**src/hdl/rtbf_pkg.sv**
```systemverilog
// Shared constants, types and helpers of the row transition band finder.
`timescale 1ns / 1ps

package rtbf_pkg;

  // Frame geometry limits.
  localparam int MAX_COLS = 1024;
  localparam int MAX_ROWS = 1024;

  localparam int COL_W  = $clog2(MAX_COLS);
  localparam int ROW_W  = $clog2(MAX_ROWS);
  localparam int SIZE_W = 11;
  localparam int PIX_W  = 8;
  localparam int CNT_W  = 10;
  localparam int DIV_W  = 4;
  localparam int ACC_W  = DIV_W + COL_W;

  // Configuration port.
  localparam int CFG_IDX_W  = 3;
  localparam int CFG_DATA_W = 11;

  localparam logic [CFG_IDX_W-1:0] CFG_MIN_TRANSITIONS    = 3'd0;
  localparam logic [CFG_IDX_W-1:0] CFG_COLS_IN_USE        = 3'd1;
  localparam logic [CFG_IDX_W-1:0] CFG_ROWS_IN_USE        = 3'd2;
  localparam logic [CFG_IDX_W-1:0] CFG_TOP_RUN_DIVISOR    = 3'd3;
  localparam logic [CFG_IDX_W-1:0] CFG_BOTTOM_RUN_DIVISOR = 3'd4;

  localparam logic [CNT_W-1:0]  RST_MIN_TRANSITIONS    = CNT_W'(10);
  localparam logic [SIZE_W-1:0] RST_COLS_IN_USE        = SIZE_W'(1024);
  localparam logic [SIZE_W-1:0] RST_ROWS_IN_USE        = SIZE_W'(1024);
  localparam logic [DIV_W-1:0]  RST_TOP_RUN_DIVISOR    = DIV_W'(5);
  localparam logic [DIV_W-1:0]  RST_BOTTOM_RUN_DIVISOR = DIV_W'(1);

  // Queue between front and back.
  localparam int QDEPTH = 4;
  localparam int QAW    = $clog2(QDEPTH);
  localparam int QCW    = $clog2(QDEPTH + 1);

  // Settings as both halves see them, with the sizes already clamped.
  typedef struct packed {
    logic [CNT_W-1:0]  min_trans;
    logic [SIZE_W-1:0] cols;
    logic [SIZE_W-1:0] rows;
    logic [DIV_W-1:0]  top_div;
    logic [DIV_W-1:0]  bot_div;
  } cfg_t;

  // One classified pixel, passed from front to back.
  typedef struct packed {
    logic             first_col;
    logic             changed;
    logic             row_end;
    logic             frame_end;
    logic [ROW_W-1:0] row;
  } tok_t;

  // Clamp a size register into the range 1 .. hi.
  function automatic logic [SIZE_W-1:0] clamp_size(input logic [SIZE_W-1:0] v,
                                                   input logic [SIZE_W-1:0] hi);
    logic [SIZE_W-1:0] r;
    r = v;
    if (v == '0) begin
      r = SIZE_W'(1);
    end else if (v > hi) begin
      r = hi;
    end
    return r;
  endfunction

endpackage

```
**src/hdl/rtbf_front.sv**
```systemverilog
// Front half: tracks raster position and classifies each pixel.
`timescale 1ns / 1ps

module rtbf_front (
  input  logic                       clk,
  input  logic                       rst_n,
  input  rtbf_pkg::cfg_t             cfg,
  input  logic                       push,
  input  logic [rtbf_pkg::PIX_W-1:0] pixel,
  output rtbf_pkg::tok_t             tok
);
  import rtbf_pkg::*;

  logic [COL_W-1:0] col_r, col_nxt;
  logic [ROW_W-1:0] row_r, row_nxt;
  logic [PIX_W-1:0] prev_r, prev_nxt;
  logic             row_end, frame_end;

  assign row_end   = ({1'b0, col_r} + SIZE_W'(1)) >= cfg.cols;
  assign frame_end = row_end && (({1'b0, row_r} + SIZE_W'(1)) >= cfg.rows);

  always_comb begin
    tok.first_col = (col_r == '0);
    tok.changed   = (pixel != prev_r);
    tok.row_end   = row_end;
    tok.frame_end = frame_end;
    tok.row       = row_r;
  end

  always_comb begin
    col_nxt  = col_r;
    row_nxt  = row_r;
    prev_nxt = prev_r;
    if (push) begin
      prev_nxt = pixel;
      if (!row_end) begin
        col_nxt = col_r + COL_W'(1);
      end else begin
        col_nxt = '0;
        row_nxt = frame_end ? '0 : row_r + ROW_W'(1);
      end
    end
  end

  always_ff @(posedge clk) begin
    if (!rst_n) begin
      col_r  <= '0;
      row_r  <= '0;
      prev_r <= '0;
    end else begin
      col_r  <= col_nxt;
      row_r  <= row_nxt;
      prev_r <= prev_nxt;
    end
  end

endmodule

```
**src/hdl/rtbf_queue.sv**
```systemverilog
// Short queue of classified pixels between front and back.
`timescale 1ns / 1ps

module rtbf_queue (
  input  logic           clk,
  input  logic           rst_n,
  input  logic           push,
  input  rtbf_pkg::tok_t push_tok,
  output logic           full,
  input  logic           pop,
  output logic           not_empty,
  output rtbf_pkg::tok_t head
);
  import rtbf_pkg::*;

  tok_t           mem_r [QDEPTH];
  logic [QAW-1:0] wptr_r, wptr_nxt;
  logic [QAW-1:0] rptr_r, rptr_nxt;
  logic [QCW-1:0] cnt_r, cnt_nxt;

  assign full      = (cnt_r == QCW'(QDEPTH));
  assign not_empty = (cnt_r != '0);
  assign head      = mem_r[rptr_r];

  always_comb begin
    wptr_nxt = wptr_r;
    rptr_nxt = rptr_r;
    cnt_nxt  = cnt_r;
    if (push) begin
      wptr_nxt = (wptr_r == QAW'(QDEPTH - 1)) ? '0 : wptr_r + QAW'(1);
    end
    if (pop) begin
      rptr_nxt = (rptr_r == QAW'(QDEPTH - 1)) ? '0 : rptr_r + QAW'(1);
    end
    if (push && !pop) begin
      cnt_nxt = cnt_r + QCW'(1);
    end else if (pop && !push) begin
      cnt_nxt = cnt_r - QCW'(1);
    end
  end

  always_ff @(posedge clk) begin
    if (!rst_n) begin
      wptr_r <= '0;
      rptr_r <= '0;
      cnt_r  <= '0;
    end else begin
      wptr_r <= wptr_nxt;
      rptr_r <= rptr_nxt;
      cnt_r  <= cnt_nxt;
    end
  end

  always_ff @(posedge clk) begin
    if (push) begin
      mem_r[wptr_r] <= push_tok;
    end
  end

`ifndef SYNTHESIS
  a_no_overflow: assert property (@(posedge clk) disable iff (!rst_n)
    !(push && full))
    else $error("queue written while full");

  a_no_underflow: assert property (@(posedge clk) disable iff (!rst_n)
    pop |-> not_empty)
    else $error("queue read while empty");

  a_cnt_bound: assert property (@(posedge clk) disable iff (!rst_n)
    cnt_r <= QCW'(QDEPTH))
    else $error("queue count out of range");

  a_ptr_match: assert property (@(posedge clk) disable iff (!rst_n)
    (cnt_r == '0 || cnt_r == QCW'(QDEPTH)) |-> (wptr_r == rptr_r))
    else $error("queue pointers disagree with count");
`endif

endmodule

```
**src/hdl/rtbf_back.sv**
```systemverilog
// Back half: row counting, abort tests, band search and the result register.
`timescale 1ns / 1ps

module rtbf_back (
  input  logic                       clk,
  input  logic                       rst_n,
  input  rtbf_pkg::cfg_t             cfg,
  input  logic                       tok_valid,
  input  rtbf_pkg::tok_t             tok,
  output logic                       tok_pop,
  output logic                       out_valid,
  input  logic                       out_stall,
  output logic [rtbf_pkg::ROW_W-1:0] out_top_row,
  output logic [rtbf_pkg::ROW_W-1:0] out_bottom_row,
  output logic                       out_top_found,
  output logic                       out_bottom_found,
  output logic                       out_bottom_replaced
);
  import rtbf_pkg::*;

  logic [CNT_W-1:0] cc_r, cc_nxt;
  logic [ACC_W-1:0] tacc_r, tacc_nxt;
  logic [ACC_W-1:0] bacc_r, bacc_nxt;
  logic             tab_r, tab_nxt;
  logic             bab_r, bab_nxt;
  logic             fseen_r, fseen_nxt;
  logic [ROW_W-1:0] fval_r, fval_nxt;
  logic             lseen_r, lseen_nxt;
  logic [ROW_W-1:0] lval_r, lval_nxt;

  logic             ov_r, ov_nxt;
  logic [ROW_W-1:0] top_r, top_nxt;
  logic [ROW_W-1:0] bot_r, bot_nxt;
  logic             tf_r, tf_nxt;
  logic             bf_r, bf_nxt;
  logic             rep_r, rep_nxt;

  logic [CNT_W-1:0]  tcnt, bcnt;
  logic [ROW_W-1:0]  last_row, top_sel, bot_sel;
  logic [SIZE_W-1:0] rows_m1;

  // Only the last word of a frame needs the result register to be free.
  assign tok_pop  = tok_valid && (!tok.frame_end || !ov_r || !out_stall);
  assign rows_m1  = cfg.rows - SIZE_W'(1);
  assign last_row = rows_m1[ROW_W-1:0];

  always_comb begin
    cc_nxt    = cc_r;
    tacc_nxt  = tacc_r;
    bacc_nxt  = bacc_r;
    tab_nxt   = tab_r;
    bab_nxt   = bab_r;
    fseen_nxt = fseen_r;
    fval_nxt  = fval_r;
    lseen_nxt = lseen_r;
    lval_nxt  = lval_r;
    ov_nxt    = ov_r && out_stall;
    top_nxt   = top_r;
    bot_nxt   = bot_r;
    tf_nxt    = tf_r;
    bf_nxt    = bf_r;
    rep_nxt   = rep_r;
    tcnt      = '0;
    bcnt      = '0;
    top_sel   = '0;
    bot_sel   = '0;

    if (tok_pop) begin
      // The run products stand in for divisor times run length.
      if (!tok.first_col) begin
        if (tok.changed) begin
          cc_nxt   = cc_r + CNT_W'(1);
          tacc_nxt = '0;
          bacc_nxt = '0;
        end else begin
          tacc_nxt = tacc_r + ACC_W'(cfg.top_div);
          bacc_nxt = bacc_r + ACC_W'(cfg.bot_div);
          if (ACC_W'(cfg.cols) < tacc_nxt) begin
            tab_nxt = 1'b1;
          end
          if (ACC_W'(cfg.cols) < bacc_nxt) begin
            bab_nxt = 1'b1;
          end
        end
      end

      if (tok.row_end) begin
        tcnt = tab_nxt ? '0 : cc_nxt;
        bcnt = bab_nxt ? '0 : cc_nxt;
        if (!fseen_r && tcnt >= cfg.min_trans) begin
          fseen_nxt = 1'b1;
          fval_nxt  = tok.row;
        end
        if (tok.row != '0 && bcnt >= cfg.min_trans) begin
          lseen_nxt = 1'b1;
          lval_nxt  = tok.row;
        end
        cc_nxt   = '0;
        tacc_nxt = '0;
        bacc_nxt = '0;
        tab_nxt  = 1'b0;
        bab_nxt  = 1'b0;

        if (tok.frame_end) begin
          top_sel = fseen_nxt ? fval_nxt : last_row;
          if (lseen_nxt) begin
            bot_sel = lval_nxt;
          end else begin
            bot_sel = (cfg.rows >= SIZE_W'(2)) ? ROW_W'(1) : '0;
          end
          ov_nxt  = 1'b1;
          top_nxt = top_sel;
          tf_nxt  = fseen_nxt;
          bf_nxt  = lseen_nxt;
          if (bot_sel <= top_sel) begin
            bot_nxt = last_row;
            rep_nxt = 1'b1;
          end else begin
            bot_nxt = bot_sel;
            rep_nxt = 1'b0;
          end
          fseen_nxt = 1'b0;
          fval_nxt  = '0;
          lseen_nxt = 1'b0;
          lval_nxt  = '0;
        end
      end
    end
  end

  always_ff @(posedge clk) begin
    if (!rst_n) begin
      cc_r    <= '0;
      tacc_r  <= '0;
      bacc_r  <= '0;
      tab_r   <= 1'b0;
      bab_r   <= 1'b0;
      fseen_r <= 1'b0;
      fval_r  <= '0;
      lseen_r <= 1'b0;
      lval_r  <= '0;
      ov_r    <= 1'b0;
    end else begin
      cc_r    <= cc_nxt;
      tacc_r  <= tacc_nxt;
      bacc_r  <= bacc_nxt;
      tab_r   <= tab_nxt;
      bab_r   <= bab_nxt;
      fseen_r <= fseen_nxt;
      fval_r  <= fval_nxt;
      lseen_r <= lseen_nxt;
      lval_r  <= lval_nxt;
      ov_r    <= ov_nxt;
    end
  end

  always_ff @(posedge clk) begin
    top_r <= top_nxt;
    bot_r <= bot_nxt;
    tf_r  <= tf_nxt;
    bf_r  <= bf_nxt;
    rep_r <= rep_nxt;
  end

  assign out_valid           = ov_r;
  assign out_top_row         = top_r;
  assign out_bottom_row      = bot_r;
  assign out_top_found       = tf_r;
  assign out_bottom_found    = bf_r;
  assign out_bottom_replaced = rep_r;

`ifndef SYNTHESIS
  a_band_order: assert property (@(posedge clk) disable iff (!rst_n)
    (ov_r && !rep_r) |-> (bot_r > top_r))
    else $error("bottom bound not below top bound");

  a_no_top_default: assert property (@(posedge clk) disable iff (!rst_n)
    (ov_r && !tf_r) |-> (top_r == last_row))
    else $error("top bound without a hit is not the last row");

  a_row_clean: assert property (@(posedge clk) disable iff (!rst_n)
    (tok_pop && tok.row_end) |=> (cc_r == '0 && !tab_r && !bab_r))
    else $error("row counters not cleared at row end");
`endif

endmodule

```
**src/hdl/row_transition_band_finder.sv**
```systemverilog
// Top level of the row transition band finder: settings, front, queue, back.
`timescale 1ns / 1ps

//  Channel  Direction  Handshake            Word
//  in_      input      in_valid/in_stall    in_pixel, one pixel in raster order
//  out_     output     out_valid/out_stall  top/bottom bounds and flags, one per frame
//  cfg_     input      cfg_valid/cfg_ready  cfg_index, cfg_data
//
// The block takes one pixel per clock unless in_stall is high. A pixel word is
// classified in the front half (position in the frame and whether it differs from its
// left neighbor) and placed in a four-entry queue; the back half takes one word per
// clock from that queue unless out_stall halts it, and keeps the per-row change count
// and run tests. The result of a frame is registered in the result register when the
// back half takes its last word. in_stall rises only while the queue is full;
// out_stall holds the result register and halts the back half only when the last word
// of the next frame reaches it while a result still waits. Reset (rst_n low,
// synchronous) restores default settings, clears the frame position and all counters.

module row_transition_band_finder (
  input  logic                                clk,
  input  logic                                rst_n,
  input  logic                                in_valid,
  output logic                                in_stall,
  input  logic [rtbf_pkg::PIX_W-1:0]          in_pixel,
  output logic                                out_valid,
  input  logic                                out_stall,
  output logic [rtbf_pkg::ROW_W-1:0]          out_top_row,
  output logic [rtbf_pkg::ROW_W-1:0]          out_bottom_row,
  output logic                                out_top_found,
  output logic                                out_bottom_found,
  output logic                                out_bottom_replaced,
  input  logic                                cfg_valid,
  output logic                                cfg_ready,
  input  logic [rtbf_pkg::CFG_IDX_W-1:0]      cfg_index,
  input  logic [rtbf_pkg::CFG_DATA_W-1:0]     cfg_data
);
  import rtbf_pkg::*;

  // Settings registers, as written.
  logic [CNT_W-1:0]  min_trans_r, min_trans_nxt;
  logic [SIZE_W-1:0] cols_r, cols_nxt;
  logic [SIZE_W-1:0] rows_r, rows_nxt;
  logic [DIV_W-1:0]  top_div_r, top_div_nxt;
  logic [DIV_W-1:0]  bot_div_r, bot_div_nxt;

  cfg_t cfg;
  tok_t front_tok, q_head;
  logic push, pop, q_full, q_not_empty;

  // Settings are always writable; the user only writes them while idle.
  assign cfg_ready = 1'b1;

  always_comb begin
    min_trans_nxt = min_trans_r;
    cols_nxt      = cols_r;
    rows_nxt      = rows_r;
    top_div_nxt   = top_div_r;
    bot_div_nxt   = bot_div_r;
    if (cfg_valid && cfg_ready) begin
      case (cfg_index)
        CFG_MIN_TRANSITIONS:    min_trans_nxt = cfg_data[CNT_W-1:0];
        CFG_COLS_IN_USE:        cols_nxt      = cfg_data[SIZE_W-1:0];
        CFG_ROWS_IN_USE:        rows_nxt      = cfg_data[SIZE_W-1:0];
        CFG_TOP_RUN_DIVISOR:    top_div_nxt   = cfg_data[DIV_W-1:0];
        CFG_BOTTOM_RUN_DIVISOR: bot_div_nxt   = cfg_data[DIV_W-1:0];
        default: begin
        end
      endcase
    end
  end

  always_ff @(posedge clk) begin
    if (!rst_n) begin
      min_trans_r <= RST_MIN_TRANSITIONS;
      cols_r      <= RST_COLS_IN_USE;
      rows_r      <= RST_ROWS_IN_USE;
      top_div_r   <= RST_TOP_RUN_DIVISOR;
      bot_div_r   <= RST_BOTTOM_RUN_DIVISOR;
    end else begin
      min_trans_r <= min_trans_nxt;
      cols_r      <= cols_nxt;
      rows_r      <= rows_nxt;
      top_div_r   <= top_div_nxt;
      bot_div_r   <= bot_div_nxt;
    end
  end

  // Out-of-range sizes are pulled into 1 .. MAX before either half sees them.
  always_comb begin
    cfg.min_trans = min_trans_r;
    cfg.cols      = clamp_size(cols_r, SIZE_W'(MAX_COLS));
    cfg.rows      = clamp_size(rows_r, SIZE_W'(MAX_ROWS));
    cfg.top_div   = top_div_r;
    cfg.bot_div   = bot_div_r;
  end

  assign in_stall = q_full;
  assign push     = in_valid && !in_stall;

  rtbf_front u_front (
    .clk   (clk),
    .rst_n (rst_n),
    .cfg   (cfg),
    .push  (push),
    .pixel (in_pixel),
    .tok   (front_tok)
  );

  rtbf_queue u_queue (
    .clk       (clk),
    .rst_n     (rst_n),
    .push      (push),
    .push_tok  (front_tok),
    .full      (q_full),
    .pop       (pop),
    .not_empty (q_not_empty),
    .head      (q_head)
  );

  rtbf_back u_back (
    .clk                 (clk),
    .rst_n               (rst_n),
    .cfg                 (cfg),
    .tok_valid           (q_not_empty),
    .tok                 (q_head),
    .tok_pop             (pop),
    .out_valid           (out_valid),
    .out_stall           (out_stall),
    .out_top_row         (out_top_row),
    .out_bottom_row      (out_bottom_row),
    .out_top_found       (out_top_found),
    .out_bottom_found    (out_bottom_found),
    .out_bottom_replaced (out_bottom_replaced)
  );

endmodule

```
**config.mk**
```make
export PLATFORM = sky130hd
export DESIGN_NAME = row_transition_band_finder
export DESIGN_NICKNAME = d
export VERILOG_FILES = /design/src/hdl/rtbf_pkg.sv /design/src/hdl/rtbf_front.sv /design/src/hdl/rtbf_queue.sv /design/src/hdl/rtbf_back.sv /design/src/hdl/row_transition_band_finder.sv
export SDC_FILE = /design/constraint.sdc
export NUM_CORES = 1
export LEC_CHECK = 0
export ABC_AREA = 0
export ABC_CLOCK_PERIOD_IN_PS = 7500
export CAP_MARGIN = 10
export CELL_PAD_IN_SITES_DETAIL_PLACEMENT = 0
export CELL_PAD_IN_SITES_GLOBAL_PLACEMENT = 1
export CORE_ASPECT_RATIO = 1.4
export CORE_MARGIN = 2
export CORE_UTILIZATION = 45
export DETAILED_ROUTE_END_ITERATION = 7
export DONT_BUFFER_PORTS = 1
export PLACE_DENSITY = 0.74
export REMOVE_ABC_BUFFERS = 1
export SKIP_LAST_GASP = 1
export SLEW_MARGIN = 10
export SYNTH_ARGS = -nofsm -noshare
export SYNTH_HDL_FRONTEND = slang
export SYNTH_SLANG_ARGS = --single-unit
```
**constraint.sdc**
```tcl
create_clock -name clk -period 7.5 [get_ports clk]
set_input_delay 0.75 -clock clk [delete_from_list [all_inputs] [get_ports clk]]
set_output_delay 0.75 -clock clk [all_outputs]
set_load 0.02 [all_outputs]
```
# --- Word level (Yosys, flattened, before mapping) ---
# Memory sizes are Yosys's and may differ from the RTL's. A register that Yosys moved wholly into a read port is not among the register bits.
# Index checks and enable logic that the tools add are counted.
totals:
  reg_bits: 161
  mem_bits_rw: 56
  elab_cells: 152
  mem_count: 1
op_classes:
  n_addsub: 12
  n_lt_le_gt_ge: 10
  eq_ne: 9
  muxes: 61
  n_reduce_logical: 33
mem_list:
  columns: ["memory", "words", "width", "read_ports", "rd_ports_with_merged_regs", "write_ports", "line_no", "text"]
  rows:
  - ["u_queue.mem_r", 4, 14, 1, 1, 1, "rtbf_queue.sv:16", "tok_t mem_r [QDEPTH];"]
ops:
  columns: ["operator", "count"]
  rows:
  - ["two-way mux 10 bit", 20]
  - ["two-way mux 14 bit", 6]
  - ["two-way mux 11 bit", 4]
  - ["adder 10 x 1 -> 10 bit (second input constant)", 3]
  - ["adder 14 x 4 -> 14 bit", 2]
  - ["< comparator 11 x 14 -> 1 bit", 2]
  - ["two-way mux 1 bit", 25]
  - ["adder 10 x 1 -> 11 bit (second input constant)", 2]
  - [">= comparator 11 bit", 2]
  - ["> comparator 11 bit (second input constant)", 2]
  - ["zero test 11 bit", 2]
  - [">= comparator 10 bit", 2]
  - ["AND reduction 2 bit", 8]
  - [">= comparator 11 x 2 -> 1 bit (second input constant)", 1]
  - ["<= comparator 10 bit", 1]
  - ["zero test 10 bit", 1]
  - ["nonzero test 10 bit", 1]
  - ["subtractor 10 x 1 -> 10 bit (second input constant)", 1]
  - ["logical AND 1 bit", 8]
  - ["two-way mux 2 bit", 4]
  - ["!= test 8 bit", 1]
  - ["zero test 1 bit", 7]
  - ["== test 3 x 2 -> 1 bit (second input constant)", 2]
  - ["== test 3 bit (second input constant)", 2]
  - ["12 further kinds", 16]

# --- Longest topological paths before layout ---
logic_depth:
  word_depth: 20
  mapped_depth: 36

# --- Modules after synthesis ---
# Synthesis repeated with hierarchy kept, for this count alone.
unflattened:
  hier_cells: 1290
  hier_area_um2: 12375.6
by_module_without_submodules:
  columns: ["module", "instances", "cells_each", "area_each_um2"]
  rows:
  - ["rtbf_back", 1, 702, 6043.3]
  - ["rtbf_queue", 1, 117, 2507.4]
  - ["rtbf_front", 1, 267, 2122.0]
  - ["row_transition_band_finder", 1, 204, 1702.9]

# --- Least setup slack after synthesis ---
# OpenSTA, ideal clock, no wires.
synth_path:
  path_kind: "reg-to-reg"
  from: "register top_div_r[0]"
  to: "register u_back.bot_r[7], in the netlist u_back.out_bottom_row[7], data pin"
  setup_time_ps: 254
  arrival_ps: 7013
  slack_ps: 233
  stages_incl_launch_ff: 36
  period_less_slack_ps: 7267
  path_cell_list: "dfxtp_1 > ha_1 > inv_1 > fa_1 > nor2b_1 > o21a_1 > or2_2 > and3_1 > and3_1 > xnor2_1 > ha_1 > and3_1 > nand3_1 > a2111oi_0 > o311ai_0 > a31oi_1 > o21ai_1 > clkbuf_1 > or2_1 > ha_1 > nand2b_1 > a21o_1 > a21o_1 > a21oi_1 > o21ai_1 > clkbuf_1 > o311a_1 > ha_1 > nor2b_1 > o21a_1 > o21ai_0 > a21oi_1 > o31ai_1 > clkbuf_1 > nand2_1 > o21a_1"
synth_via:
  elab_chain_len: 15
synth_rtl:
  columns: ["element", "line_no", "text"]
  rows:
  - ["from (decl)", "row_transition_band_finder.sv:43", "logic [DIV_W-1:0] top_div_r, top_div_nxt;"]
  - ["from (signal assigned)", "row_transition_band_finder.sv:83", "top_div_r <= top_div_nxt;"]
  - ["adder 14 x 4 -> 14 bit *", "rtbf_back.sv:76", "tacc_nxt = tacc_r + ACC_W'(cfg.top_div);"]
  - ["< comparator 11 x 14 -> 1 bit *", "rtbf_back.sv:78", "if (ACC_W'(cfg.cols) < tacc_nxt) begin"]
  - ["two-way mux 1 bit *", "rtbf_back.sv:78", null]
  - ["two-way mux 1 bit *", "rtbf_back.sv:71", "if (tok.changed) begin"]
  - ["two-way mux 1 bit *", "rtbf_back.sv:70", "if (!tok.first_col) begin"]
  - ["two-way mux 1 bit *", "rtbf_back.sv:68", "if (tok_pop) begin"]
  - ["two-way mux 10 bit *", "rtbf_back.sv:88", "tcnt = tab_nxt ? '0 : cc_nxt;"]
  - [">= comparator 10 bit *", "rtbf_back.sv:90", "if (!fseen_r && tcnt >= cfg.min_trans) begin"]
  - ["logical AND 1 bit *", "rtbf_back.sv:90", null]
  - ["two-way mux 10 bit or two-way mux 1 bit (tied branches)", "rtbf_back.sv:90", null]
  - ["two-way mux 10 bit or two-way mux 1 bit (tied branches)", "rtbf_back.sv:87", "if (tok.row_end) begin"]
  - ["two-way mux 10 bit or two-way mux 1 bit (tied branches)", "rtbf_back.sv:68", null]
  - ["two-way mux 10 bit *", "rtbf_back.sv:105", "top_sel = fseen_nxt ? fval_nxt : last_row;"]
  - ["<= comparator 10 bit *", "rtbf_back.sv:115", "if (bot_sel <= top_sel) begin"]
  - ["two-way mux 10 bit *", "rtbf_back.sv:115", null]
  - ["to (signal assigned)", "rtbf_back.sv:159", "bot_r <= bot_nxt;"]
  - ["to (decl)", "rtbf_back.sv:33", "logic [ROW_W-1:0] bot_r, bot_nxt;"]
# Every way passes the cells marked *; elsewhere a longest branch is shown, timed or not. The select of a mux whose other input is x is not followed.
# A chain may end at the register's enable or synchronous reset.

# --- Worst setup path in the final report ---
layout_path:
  from: "register bot_div_r[0]"
  to: "register u_back.bot_r[5], in the netlist u_back.out_bottom_row[5], data pin"
layout_via:
  elab_chain_len: 18
layout_rtl:
  columns: ["element", "line_no", "text"]
  rows:
  - ["from (decl)", "row_transition_band_finder.sv:44", "logic [DIV_W-1:0] bot_div_r, bot_div_nxt;"]
  - ["from (signal assigned)", "row_transition_band_finder.sv:84", "bot_div_r <= bot_div_nxt;"]
  - ["adder 14 x 4 -> 14 bit *", "rtbf_back.sv:77", "bacc_nxt = bacc_r + ACC_W'(cfg.bot_div);"]
  - ["< comparator 11 x 14 -> 1 bit *", "rtbf_back.sv:81", "if (ACC_W'(cfg.cols) < bacc_nxt) begin"]
  - ["two-way mux 1 bit *", "rtbf_back.sv:81", null]
  - ["two-way mux 1 bit *", "rtbf_back.sv:71", null]
  - ["two-way mux 1 bit *", "rtbf_back.sv:70", null]
  - ["two-way mux 1 bit *", "rtbf_back.sv:68", null]
  - ["two-way mux 10 bit *", "rtbf_back.sv:89", "bcnt = bab_nxt ? '0 : cc_nxt;"]
  - [">= comparator 10 bit *", "rtbf_back.sv:94", "if (tok.row != '0 && bcnt >= cfg.min_trans) begin"]
  - ["(+2 left out)", null, null]
  - ["two-way mux 1 bit", "rtbf_back.sv:87", null]
  - ["two-way mux 1 bit", "rtbf_back.sv:68", null]
  - ["two-way mux 10 bit *", "rtbf_back.sv:106", "if (lseen_nxt) begin"]
  - ["two-way mux 10 bit *", "rtbf_back.sv:104", "if (tok.frame_end) begin"]
  - ["two-way mux 10 bit *", "rtbf_back.sv:87", null]
  - ["two-way mux 10 bit *", "rtbf_back.sv:68", null]
  - ["<= comparator 10 bit", "rtbf_back.sv:115", null]
  - ["two-way mux 10 bit *", "rtbf_back.sv:115", null]
# Marks and branches as above.

==> reports/results.ini <==
[run_status]
status=completed

[setup_path]
crit_required_ps=7770
r2r_start=bot_div_r[0]
end_kind=flop
r2r_cells=29
critPathBufInv=4
critical_path.max_stage_delay_ps=400
worstPathMaxFanout=10
worstReg2RegEnd=u_back.out_bottom_row[5]
r2r_setup_slack_ps=500
cp_top_family=compound AO/OA/AOI/OAI gates
cp-start-kind=flop
cp_slowest_cell=fa_1
cpMostUsedCell=ha_1
worstPathArrival_ps=7270
critical_path_class=flop to flop

[die]
die_w_um=144
initial_core_util_pct=45.9
chipHeight_um=200
fp.coreArea_mm2=0.0269
rows=71
io-pin-count=53
dieArea_mm2=0.0288

[pwr]
power_frac_comb_pct=24.2
clkPwrFrac_pct=34.4
switching_share_pct=32.9
switching_power_w=0.00112
ir_drop_mv=0.156
p_seq_share_pct=41.5
p_per_area_mw_per_mm2=250
intPower_w=0.00228
p_leak_nw=5.04

[sta]
fin_crit_ps=7000
slew_viol_final=0
period_share_pct=93.3
finalSetupTns_ps=0
fmax_ghz=0.143
timing.hold.ws_ps=306
fin_skew_ps=19.5
worstMarginPinSlew_ps=1150
finalSetupViolCount=0
hold_viol_final=0
max-slew-margin-rel_pct=22.6

[clocking]
cts_hold_buffers=0
clkLatencyLatePin_ps=540
cts_tree=yes
root_buffer=clkbuf_16
cts_made_buffers=24
clk_path_buf_depth=3
cts.clk_slew.worst_paths_ps=60
cts_max_level=1
clock-sinks=219

[placement]
place.gp.congestion=0.877
io_buffers=0
place_inst=1670
hpwl_mm=23.9
dpl_cell_area_mm2=0.0127

[flow_run]
maxCapViolations=0

[drt]
via_count=9716
drt_iter0_markers=502
routed_via_density=5.65
drt_first_pass_iters=5
drc=0
wl_per_cell_um=19.0
routed_wl_mm=32.7
ant_nets=0

[yosys]
synthFlopType=dfxtp_1
synth.distinct_cells=78
synthCells=1352
synth_edf_count=79
yosys_warnings=0
netlist_area_mm2=0.0124
synth_seq_cells=219
syn_avg_cell_area_um2=9.14
async_flop_share_pct=0
synth_seq_area_share_pct=41.9

[worst_hold_path]
hold_path_depth=1
min_path_type=input port to flop
holdPathEnd=top_div_r[0]
min-delay-start=rst_n

[finish]
layout_common_cells=206 x nand2_1, 140 x dfxtp_1, 111 x a21oi_1
final_cells=1720
fin_nets=1455
utilization_pct=50.5
final_common_cell=nand2_1
syn2layout_area_growth_pct=9.88
diodes=0
drive_gt1_share_pct=8.34
stdcell_area_mm2=0.0136

[global_routing]
track_usage_pct=23.0
antenna_found_initial=1
grt_pass1_vias=9698
grt_pass1_wl_mm=52.6
overflow=0
grt_max_degree=53

power by group through the flow:
stage	sequential, W	combinational (W)	clock (W)
final	0.00141	0.000820	0.00117
after detailed placement	0.00144	0.000824	0
after CTS	0.00141	0.000826	0.00120
after global routing	0.00142	0.000909	0.00124
after global placement	0.00143	0.000815	0
after floorplan	0.00143	0.000511	0
layer usage:
layer,vias up,GRT usage [%],wire (um)
met4,2,6.86,869
met1,4644,27.4,13400
li1,4832,-,-
met3,49,4.26,1590
met5,-,0,16
met2,189,41.6,16900
synth_stat cells (all sizes together), types with 5 or more instances:
| cell | count | area share [%] |
|---|---|---|
| inv | 55 | 1.7 |
| and2 | 10 | 0.51 |
| nor3b | 12 | 0.73 |
| mux2i | 22 | 1.8 |
| mux4 | 14 | 2.6 |
| clkbuf | 60 | 1.8 |
| a21oi | 113 | 4.6 |
| nand3b | 5 | 0.33 |
| buf | 10 | 0.63 |
| o22ai | 8 | 0.40 |
| o21ai | 44 | 1.8 |
| or3 | 22 | 1.2 |
| o21a | 18 | 1.1 |
| mux2 | 5 | 0.46 |
| nor3 | 33 | 1.4 |
| edfxtp | 79 | 19 |
| nor2 | 89 | 2.7 |
| nor2b | 19 | 0.96 |
| a22o | 9 | 0.64 |
| nand4 | 14 | 0.71 |
| o211ai | 20 | 1.2 |
| ha | 88 | 8.9 |
| a21boi | 9 | 0.55 |
| nand2b | 11 | 0.56 |
| or2 | 6 | 0.30 |
| dfxtp | 140 | 23 |
| o311ai | 5 | 0.35 |
| xor2 | 30 | 2.1 |
| and3 | 11 | 0.56 |
| xnor2 | 26 | 1.8 |
| a21o | 19 | 1.2 |
| nor4 | 15 | 0.76 |
| nand3 | 43 | 1.7 |
| a22oi | 8 | 0.49 |
| a31oi | 12 | 0.66 |
| nand2 | 206 | 6.3 |
registers in the layout, indices dropped and copies added, names as in the netlist, 8 cells and up, named ones only:
register	cells
u_front.prev_r	8
u_back.out_top_row	10
u_back.fval_r	10
u_back.bacc_r	14
u_front.row_r	10
min_trans_r	10
rows_r	11
u_back.cc_r	10
cols_r	11
u_queue.mem_r	56
u_back.lval_r	10
u_back.out_bottom_row	10
u_back.tacc_r	14
u_front.col_r	10
cells by family after synthesis:
kind of cell | share of synthesized area, %
fa+ha+maj | 9.39
flops | 41.9
mux | 4.79
other cells | 0.0303
simple gates | 19.7
buf+inv | 4.12
compound gates | 15.9
xor+xnor | 4.15
through the flow:
step / setup slack [ps] / power, W
after floorplan: -731 / 0.00194
after global placement: 413 / 0.00225
after detailed placement: 259 / 0.00226
after CTS: 201 / 0.00343
after global routing: -28.6 / 0.00357
final: 500 / 0.00339
worst max path at each step:
stage	from	endpoint	slack (ps)	cells after the start
detailed placement	top_div_r[0]	u_back.out_bottom_row[5]	260	33
global placement	top_div_r[0]	u_back.out_bottom_row[4]	410	33
CTS	top_div_r[0]	u_back.out_bottom_row[5]	200	33
floorplan	top_div_r[0]	u_back.out_bottom_row[3]	-730	30
global route	bot_div_r[0]	u_back.out_bottom_row[5]	-30	30
finish	bot_div_r[0]	u_back.out_bottom_row[5]	500	29
repair_timing:
action | in CTS | in global routing
endpoints found under the setup margin | 0 | 10
setup buffers | 0 | 5
resized for setup | 0 | 20
layout make-up:
class	instances	area, um^2
fillers	2587	13300
multi-input cells	1008	6750
flip-flops and latches	219	5170
clock buffers	34	658
well taps	365	457
repair buffers	29	225
inverters	55	208
clock inverters	10	109
Note: power is estimated with default switching activity, not from simulation.
